<file path="src/rtl/vgn_pkg.sv">
// types and constants of the vector gradient normalizer
// no dependencies
package vgn_pkg;

    localparam int COMP_W_DEF = 32;
    localparam int GAIN_W     = 24;
    localparam int GAIN_FRAC  = 16;
    localparam int NSQ_W      = 64;
    localparam int ROOT_W     = 32;
    localparam int SIGMA_W    = 40;
    localparam int DEN_W      = 41;
    localparam int QUO_W      = 32;

    typedef enum logic [1:0] {
        CMD_CLEAR   = 2'd0,
        CMD_MEASURE = 2'd1,
        CMD_NORM    = 2'd2,
        CMD_NONE    = 2'd3
    } cmd_t;

    typedef struct packed {
        cmd_t               cmd;
        logic signed [31:0] x;
        logic signed [31:0] y;
        logic signed [31:0] z;
    } item_t;

endpackage

</file>
<file path="src/rtl/vgn_front.sv">
// front end: accepts words, sign-extends components, drops unused commands
// and queues the rest in a two-entry queue; uses vgn_pkg
module vgn_front #(
    parameter int COMP_WIDTH = 32
) (
    input  logic          clk,
    input  logic          rst_n,
    input  logic          s_tvalid,
    output logic          s_tready,
    input  logic [95:0]   s_tdata,
    input  logic [1:0]    s_tuser,
    output logic          q_valid,
    input  logic          q_ready,
    output vgn_pkg::item_t q_item
);
    import vgn_pkg::*;

    localparam int SH = 32 - COMP_WIDTH;

    item_t       mem_reg [2];
    logic        wr_ptr_reg, wr_ptr_next;
    logic        rd_ptr_reg, rd_ptr_next;
    logic [1:0]  cnt_reg, cnt_next;
    logic        push, pop;
    item_t       in_item;
    logic signed [31:0] tx, ty, tz;

    assign s_tready = (cnt_reg != 2'd2);
    assign q_valid  = (cnt_reg != 2'd0);
    assign q_item   = mem_reg[rd_ptr_reg];

    always_comb
    begin
        tx = $signed(s_tdata[31:0] << SH);
        ty = $signed(s_tdata[63:32] << SH);
        tz = $signed(s_tdata[95:64] << SH);
        in_item.cmd = cmd_t'(s_tuser);
        in_item.x   = tx >>> SH;
        in_item.y   = ty >>> SH;
        in_item.z   = tz >>> SH;
    end

    assign push = s_tvalid && s_tready && (cmd_t'(s_tuser) != CMD_NONE);
    assign pop  = q_valid && q_ready;

    always_comb
    begin
        wr_ptr_next = push ? ~wr_ptr_reg : wr_ptr_reg;
        rd_ptr_next = pop ? ~rd_ptr_reg : rd_ptr_reg;
        cnt_next    = cnt_reg + {1'b0, push} - {1'b0, pop};
    end

    always_ff @(posedge clk or negedge rst_n)
    begin
        if (!rst_n)
        begin
            wr_ptr_reg <= 1'b0;
            rd_ptr_reg <= 1'b0;
            cnt_reg    <= 2'd0;
        end
        else
        begin
            wr_ptr_reg <= wr_ptr_next;
            rd_ptr_reg <= rd_ptr_next;
            cnt_reg    <= cnt_next;
        end
    end

    always_ff @(posedge clk)
    begin
        if (push)
            mem_reg[wr_ptr_reg] <= in_item;
    end

endmodule

</file>
<file path="config.mk">
export PLATFORM = sky130hd
export DESIGN_NAME = vgn_front
export DESIGN_NICKNAME = d
export VERILOG_FILES = /design/src/rtl/vgn_pkg.sv /design/src/rtl/vgn_front.sv
export SDC_FILE = /design/constraint.sdc
export NUM_CORES = 1
export LEC_CHECK = 0
export ABC_AREA = 1
export CORE_ASPECT_RATIO = 0.6
export CORE_MARGIN = 8
export CORE_UTILIZATION = 54
export CTS_CLUSTER_SIZE = 40
export DETAILED_ROUTE_END_ITERATION = 16
export DONT_BUFFER_PORTS = 1
export PLACE_DENSITY = 0.69
export SKIP_CTS_REPAIR_TIMING = 1
export SLEW_MARGIN = 25
export SYNTH_ARGS = -nofsm -noshare
export SYNTH_HDL_FRONTEND = slang
export SYNTH_SLANG_ARGS = --single-unit
</file>
<file path="constraint.sdc">
create_clock -name clk -period 8.25 [get_ports clk]
set_input_delay 1.2375 -clock clk [delete_from_list [all_inputs] [get_ports clk]]
set_output_delay 1.2375 -clock clk [all_outputs]
set_load 0.1 [all_outputs]
</file>
==> flow_metrics.py, run 1 <==
metrics = {
    "synthesis": {
        "yosysSeqAreaShare": 0.814,
        "syn_avg_cell_area_um2": 13.5,
        "yosys_warnings": 0,
        "synthDistinctLibCells": 12,
        "syn-cell-area_mm2": 0.00735,
        "synth.ff_latch_count": 200,
        "synth_cells": 544,
        "syn-num-nets": 648,
    },
    "timing": {
        "worst_pin_slew_ns": 1.01,
        "setup_viol_count_final": 0,
        "maxSlewViolCount": 0,
        "fin_tns_setup_ns": 0,
        "finalCritPeriodShare": 0.519,
        "fin_skew_ns": 0.00757,
        "clock.fmax_mhz": 234,
        "maxSlewHeadroom": 0.328,
        "finalHoldViolCount": 0,
        "rsz0062_at_grt": "no",
        "layout_min_cycle_time_ns": 4.28,
        "fin_ws_ns": 3.97,
    },
    "placed_design": {
        "dp_hpwl_mm": 9.29,
        "gp_congestion": 0.708,
        "pre_cts_ws_ns": 4.28,
        "placed_cells": 702,
        "portBuffers": 0,
    },
    "die": {
        "rows": 33,
        "die_h_um": 106,
        "die_x_um": 167,
        "core_area_mm2": 0.0135,
        "dieArea_mm2": 0.0177,
        "start_util": 0.546,
        "io_pins": 202,
    },
    "clock_network": {
        "cts_made_buffers": 17,
        "clk_latency_ns": 0.41,
        "cts.htree.levels": 4,
        "cts_num_sinks": 200,
        "cts.clk_slew.worst_paths_ns": 0.07,
        "clockRootBuffer": "clkbuf_16",
        "tritoncts": "done",
        "clk_path_buf_depth": 2,
    },
    "route": {
        "post_drt_wl_per_cell_um": 19.4,
        "dr.first_iter.drc_count": 264,
        "vias": 3770,
        "first_pass_iters": 5,
        "viasPerCell": 5.15,
        "routed_wl_mm": 14.2,
        "ant_nets": 0,
        "drc": 0,
    },
    "min_path": {
        "min_path_type": "reg2reg",
    },
    "finish": {
        "drive_above_1_share": 0.0664,
        "antenna_cells": 0,
        "area_growth_pct": 9.30,
        "fin_cells": 732,
        "final_nets": 650,
        "largest_reg_flops": 196,
    },
    "grt": {
        "antenna_found_initial": 0,
        "grt_pass1_wl_mm": 21.5,
        "grt_max_degree": 101,
        "track_usage": 0.159,
        "grt_pass1_vias": 3748,
        "overflow": 0,
    },
    "critical_path": {
        "start_kind": "flop",
        "crit_arrival_ns": 3.04,
        "crit_path_end_kind": "primary output",
        "cp_max_fo": 100,
        "cp.required_ns": 7.01,
        "critPathKind": "reg2out",
        "reg2reg_slack_ns": 4.99,
    },
    "flow_run": {
        "drv_cap": 0,
    },
    "outcome": {
        "outcome": "complete, no violations",
    },
}
## metrics by stage
| stage | util | hold slack, ns | instance area (um^2) |
|---|---|---|---|
| 3_3_place_gp | 0.556 | 0.455 | 7490 |
| 4_1_cts | 0.596 | 0.493 | 8030 |
| 6_report | 0.597 | 0.490 | 8030 |
| 5_1_grt | 0.597 | 0.483 | 8030 |
| 3_5_place_dp | 0.556 | 0.476 | 7490 |
| 2_1_floorplan | - | 0.442 | 7350 |
## area by class of cell
cell class | instances | area, um^2
Clock buffer | 17 | 425
Clock inverter | 13 | 116
Fill cell | 1037 | 5430
Inverter | 9 | 38.8
Multi-Input combinational cell | 314 | 1210
Sequential cell | 200 | 5990
Tap cell | 175 | 219
Timing Repair Buffer | 4 | 33.8
## cells by family after synthesis
group	after synthesis	synth area share
and+or+nand+nor	312	0.160
DFF	200	0.814
buffers and inverters	30	0.0220
adders and majority gates	2	0.00340
## metal layers
layer,GRT usage,vias to the layer above,wire length (um)
li1,-,1823,-
met1,0.178,1781,5440
met5,0,-,0
met2,0.244,159,6510
met4,0.0454,0,78
met3,0.108,7,2170
## Yosys cell counts
master    instances  area share
nand3_1           3      0.0020
ha_1              2      0.0034
buf_6             2      0.0031
nand2_1         307        0.16
inv_1             8      0.0041
edfxtp_1        196        0.80
nand4_1           1     0.00085
nor2_1            1     0.00051
buf_4             3      0.0031
buf_2            16       0.011
dfrtp_1           4       0.014
inv_4             1     0.00085
## path summary, 6_finish.rpt
check                                            start                       end  cells after the start
max in group asynchronous                        rst_n    rd_ptr_reg$_DFFE_PN0P_                      0
worst max-delay path            rd_ptr_reg$_DFFE_PN0P_                q_item[18]                      4
worst min-delay path            wr_ptr_reg$_DFFE_PN0N_    wr_ptr_reg$_DFFE_PN0N_                      2
worst max register to register    cnt_reg[0]$_DFF_PN0_  mem_reg[1][83]$_DFFE_PP_                      6
worst min register to register  wr_ptr_reg$_DFFE_PN0N_    wr_ptr_reg$_DFFE_PN0N_                      2
min in group asynchronous                        rst_n    wr_ptr_reg$_DFFE_PN0N_                      0
## critical path, stage by stage, from the launching register on
cell and delay [ns]:
dfrtp_4 0.47, buf_6 0.28, inv_4 0.83, nand2_1 0.15, nand2_1 0.73
## placed cells by master (no fill, tap or decap), drive strengths merged
| master | netlist | routed |
|---|---|---|
| dfrtp | 4 | 4 |
| inv | 9 | 15 |
| nand3 | 3 | 3 |
| ha | 2 | 2 |
| clkinv | 0 | 5 |
| nor2 | 1 | 1 |
| buf | 21 | 4 |
| nand4 | 1 | 1 |
| clkinvlp | 0 | 2 |
| edfxtp | 196 | 196 |
| nand2 | 307 | 307 |
| clkbuf | 0 | 17 |
Power of run 1 is left out: the tool's default activity adds up to more than one toggle a clock period on the data nets, which glitch-free logic cannot reach.
==> run 2: changes to the inputs <==
--- a/config.mk
+++ b/config.mk
@@ -12,7 +12,7 @@
 export CTS_CLUSTER_SIZE = 40
 export DETAILED_ROUTE_END_ITERATION = 16
 export DONT_BUFFER_PORTS = 1
-export PLACE_DENSITY = 0.69
+export PLACE_DENSITY = 0.72
 export SKIP_CTS_REPAIR_TIMING = 1
 export SLEW_MARGIN = 25
 export SYNTH_ARGS = -nofsm -noshare
==> constraint.sdc (replaced) <==
create_clock -name clk -period 3.7 [get_ports clk]
set_input_delay 0.555 -clock clk [delete_from_list [all_inputs] [get_ports clk]]
set_output_delay 0.555 -clock clk [all_outputs]
set_load 0.1 [all_outputs]
==> flow_metrics.py, run 2 (same netlist as run 1, synthesis figures left out) <==
metrics = {
    "route": {
        "ant_nets": 0,
        "viasPerCell": 5.03,
        "post_drt_wl_per_cell_um": 18.8,
        "routed_wl_mm": 15.7,
        "dr.first_iter.drc_count": 338,
        "vias": 4202,
        "drc": 0,
        "first_pass_iters": 5,
    },
    "die": {
        "core_area_mm2": 0.0135,
        "die_x_um": 167,
        "die_h_um": 106,
        "io_pins": 202,
        "rows": 33,
        "start_util": 0.546,
        "dieArea_mm2": 0.0177,
    },
    "placed_design": {
        "gp_congestion": 0.751,
        "portBuffers": 0,
        "dp_hpwl_mm": 10.7,
        "pre_cts_ws_ns": 1.21,
        "placed_cells": 803,
    },
    "flow_run": {
        "drv_cap": 0,
    },
    "critical_path": {
        "path_common_cell": "nand2_1",
        "crit_buf_inv": 3,
        "crit_family": "buffers and inverters",
        "cp_max_fo": 54,
        "critPathSlowestCell": "dfrtp_4",
        "start_kind": "flop",
        "crit_path_end_kind": "primary output",
        "critPathKind": "reg2out",
        "crit_arrival_ns": 2.37,
        "path_cells": "inv_4 > buf_12 > nand2_1 > nand2_1 > buf_4",
        "cp.required_ns": 3.14,
        "slowest_delay_ns": 0.65,
    },
    "timing": {
        "clock.fmax_mhz": 342,
        "finalHoldViolCount": 0,
        "fin_ws_ns": 0.772,
        "layout_min_cycle_time_ns": 2.93,
        "finalCritPeriodShare": 0.791,
        "fin_skew_ns": 0.0146,
        "setup_viol_count_final": 0,
        "maxSlewViolCount": 0,
        "rsz0062_at_grt": "no",
        "worst_pin_slew_ns": 0.689,
        "fin_tns_setup_ns": 0,
        "maxSlewHeadroom": 0.541,
    },
    "clock_network": {
        "clk_latency_ns": 0.41,
        "cts.clk_slew.worst_paths_ns": 0.07,
        "cts_made_buffers": 17,
        "clk_path_buf_depth": 2,
        "cts_num_sinks": 200,
        "cts.htree.levels": 4,
        "tritoncts": "done",
        "clockRootBuffer": "clkbuf_16",
    },
    "grt": {
        "grt_max_degree": 64,
        "grt_pass1_vias": 4288,
        "overflow": 0,
        "grt_pass1_wl_mm": 24.2,
        "track_usage": 0.177,
        "antenna_found_initial": 0,
    },
    "finish": {
        "fin_cells": 836,
        "fillers": 955,
        "area_growth_pct": 20.4,
        "final_common_cell": "nand2_1",
        "final_cell_mix": "nand2_1, edfxtp_1, buf_4",
        "largest_reg_flops": 196,
        "antenna_cells": 0,
        "final_nets": 752,
        "drive_above_1_share": 0.209,
    },
    "outcome": {
        "outcome": "complete, no violations",
    },
    "min_path": {
        "min_path_type": "in2reg",
    },
}
[run 2: path summary, 6_finish.rpt]
path,from,endpoint,slack [ns],depth (start not counted)
min in group asynchronous,rst_n,wr_ptr_reg$_DFFE_PN0N_,0.43,1
max reg2reg,cnt_reg[1]$_DFF_PN0_,mem_reg[0][10]$_DFFE_PP_,1.39,5
min reg2reg,cnt_reg[0]$_DFF_PN0_,cnt_reg[0]$_DFF_PN0_,0.51,1
min,s_tdata[68],mem_reg[0][4]$_DFFE_PP_,0.23,0
max in group asynchronous,rst_n,rd_ptr_reg$_DFFE_PN0P_,3.03,1
max,rd_ptr_reg$_DFFE_PN0P_,q_item[50],0.77,5
[run 2: worst reg2reg max path: stages, from the launching register on]
cell and delay [ns]:
dfrtp_1 0.40, nand2_1 0.08, buf_4 0.30, nand4_1 0.26, inv_4 0.51, buf_12 0.38
[run 2: layout make-up]
cell class                      instances  area, um^2  area share
Sequential cell                       200        5990       0.677
Multi-Input combinational cell        314        1210       0.137
Timing Repair Buffer                  106         823      0.0930
Clock buffer                           18         429      0.0485
Tap cell                              175         219      0.0247
Clock inverter                         14         143      0.0161
Inverter                                9        38.8     0.00438
[run 2: routing by layer]
metal | vias to the layer above | routed length [um] | GRT usage
met3 | 9 | 2090 | 0.105
met5 | - | 0 | 0
li1 | 2039 | - | -
met4 | 0 | 103 | 0.0467
met2 | 165 | 7270 | 0.276
met1 | 1989 | 6240 | 0.207
[run 2: through the flow]
step	util	hold WS (ns)	area, um^2
floorplan	-	0.259	7360
global placement	0.614	0.260	8270
detailed placement	0.614	0.260	8270
CTS	0.657	-0.198	8840
global route	0.658	0.204	8850
finish	0.658	0.230	8850
Power of run 2 is left out for the same reason.
==> run 3: changes to the inputs <==
==> constraint.sdc (replaced) <==
create_clock -name clk -period 2.55 [get_ports clk]
set_input_delay 0.3825 -clock clk [delete_from_list [all_inputs] [get_ports clk]]
set_output_delay 0.3825 -clock clk [all_outputs]
set_load 0.1 [all_outputs]
==> flow_metrics.py, run 3 (same netlist as run 1, synthesis figures left out) <==
metrics = {
    "die": {
        "die_h_um": 106,
        "core_area_mm2": 0.0135,
        "dieArea_mm2": 0.0177,
        "rows": 33,
        "start_util": 0.546,
        "die_x_um": 167,
        "io_pins": 202,
    },
    "clock_network": {
        "clockRootBuffer": "clkbuf_16",
        "cts_num_sinks": 200,
        "clk_path_buf_depth": 2,
        "cts_made_buffers": 17,
        "cts.htree.levels": 4,
        "cts.clk_slew.worst_paths_ns": 0.07,
        "clk_latency_ns": 0.40,
        "tritoncts": "done",
    },
    "placed_design": {
        "pre_cts_ws_ns": 0.616,
        "gp_congestion": 0.733,
        "portBuffers": 0,
        "dp_hpwl_mm": 11.4,
        "placed_cells": 804,
    },
    "critical_path": {
        "crit_arrival_ns": 1.97,
        "crit_path_end_kind": "primary output",
        "cp.required_ns": 2.17,
        "start_kind": "flop",
        "cp_max_fo": 46,
        "critPathKind": "reg2out",
    },
    "timing": {
        "rsz0062_at_grt": "no",
        "worst_pin_slew_ns": 0.593,
        "layout_min_cycle_time_ns": 2.35,
        "fin_ws_ns": 0.197,
        "finalCritPeriodShare": 0.923,
        "maxSlewHeadroom": 0.604,
        "maxSlewViolCount": 0,
        "setup_viol_count_final": 0,
        "clock.fmax_mhz": 425,
        "fin_skew_ns": 0.00764,
        "finalHoldViolCount": 0,
    },
    "finish": {
        "area_growth_pct": 38.1,
        "final_common_cell": "nand2_1",
        "fin_cells": 837,
        "final_nets": 753,
        "drive_above_1_share": 0.216,
        "largest_reg_flops": 196,
        "antenna_cells": 0,
        "final_cell_mix": "nand2_1, edfxtp_1, buf_12",
    },
    "grt": {
        "antenna_found_initial": 0,
        "grt_pass1_vias": 4341,
        "track_usage": 0.179,
        "overflow": 0,
        "grt_pass1_wl_mm": 24.2,
        "grt_max_degree": 100,
    },
    "flow_run": {
        "drv_cap": 0,
    },
    "route": {
        "vias": 4270,
        "viasPerCell": 5.10,
        "ant_nets": 0,
        "routed_wl_mm": 16.0,
        "dr.first_iter.drc_count": 362,
        "first_pass_iters": 4,
        "post_drt_wl_per_cell_um": 19.2,
        "drc": 0,
    },
    "min_path": {
        "min_path_type": "in2reg",
    },
    "outcome": {
        "outcome": "complete, no violations",
    },
}
## run 3: changes by cell type in the layout (fill, tap and decap cells not counted), sizes merged
cell	delta
clkinv	-4
inv	+4
buf	+1
bufinv	-1
clkbuf	+1
## run 3: per-layer routing
layer / global-route usage / vias to the layer above / part of all wire / routed length, um
met5: 0 / - / 0 / 0
met4: 0.0377 / 0 / 0.0058 / 93
met3: 0.120 / 8 / 0.15 / 2450
met2: 0.302 / 175 / 0.50 / 8000
met1: 0.184 / 2046 / 0.34 / 5480
li1: - / 2041 / - / -
## run 3: critical path, cell delays in order (launching register included)
cell,delay (ns)
dfrtp_4,0.51
inv_4,0.31
buf_12,0.27
nand2_1,0.09
nand2_1,0.15
buf_12,0.19
## run 3: worst paths after layout
path | from | cells after the start | slack, ns | endpoint
worst max-delay path | rd_ptr_reg$_DFFE_PN0P_ | 5 | 0.20 | q_item[61]
worst min-delay path | s_tdata[16] | 0 | 0.06 | mem_reg[0][80]$_DFFE_PP_
worst max register to register | cnt_reg[1]$_DFF_PN0_ | 4 | 0.74 | mem_reg[1][71]$_DFFE_PP_
worst min register to register | wr_ptr_reg$_DFFE_PN0N_ | 2 | 0.50 | wr_ptr_reg$_DFFE_PN0N_
max in group asynchronous | rst_n | 1 | 2.12 | rd_ptr_reg$_DFFE_PN0P_
min in group asynchronous | rst_n | 1 | 0.24 | rd_ptr_reg$_DFFE_PN0P_
## run 3: stage by stage
stage	utilization	hold slack, ns	instance area (um^2)	TNS (ns)
4_1_cts	0.753	-0.353	10100	0
6_report	0.754	0.0646	10100	0
2_1_floorplan	-	0.0869	7390	-19.00
3_5_place_dp	0.711	0.0872	9570	0
5_1_grt	0.754	0.0374	10100	0
3_3_place_gp	0.711	0.0872	9570	0
## run 3: area by class of cell
type	instances	area (um^2)
sequential	200	5990
fill	845	3310
timing repair buffer	107	2090
multi-input combinational	314	1240
clock buffer	19	433
tap	175	219
clock inverter	13	131
inverter	9	40.0
Power of run 3 is left out for the same reason.
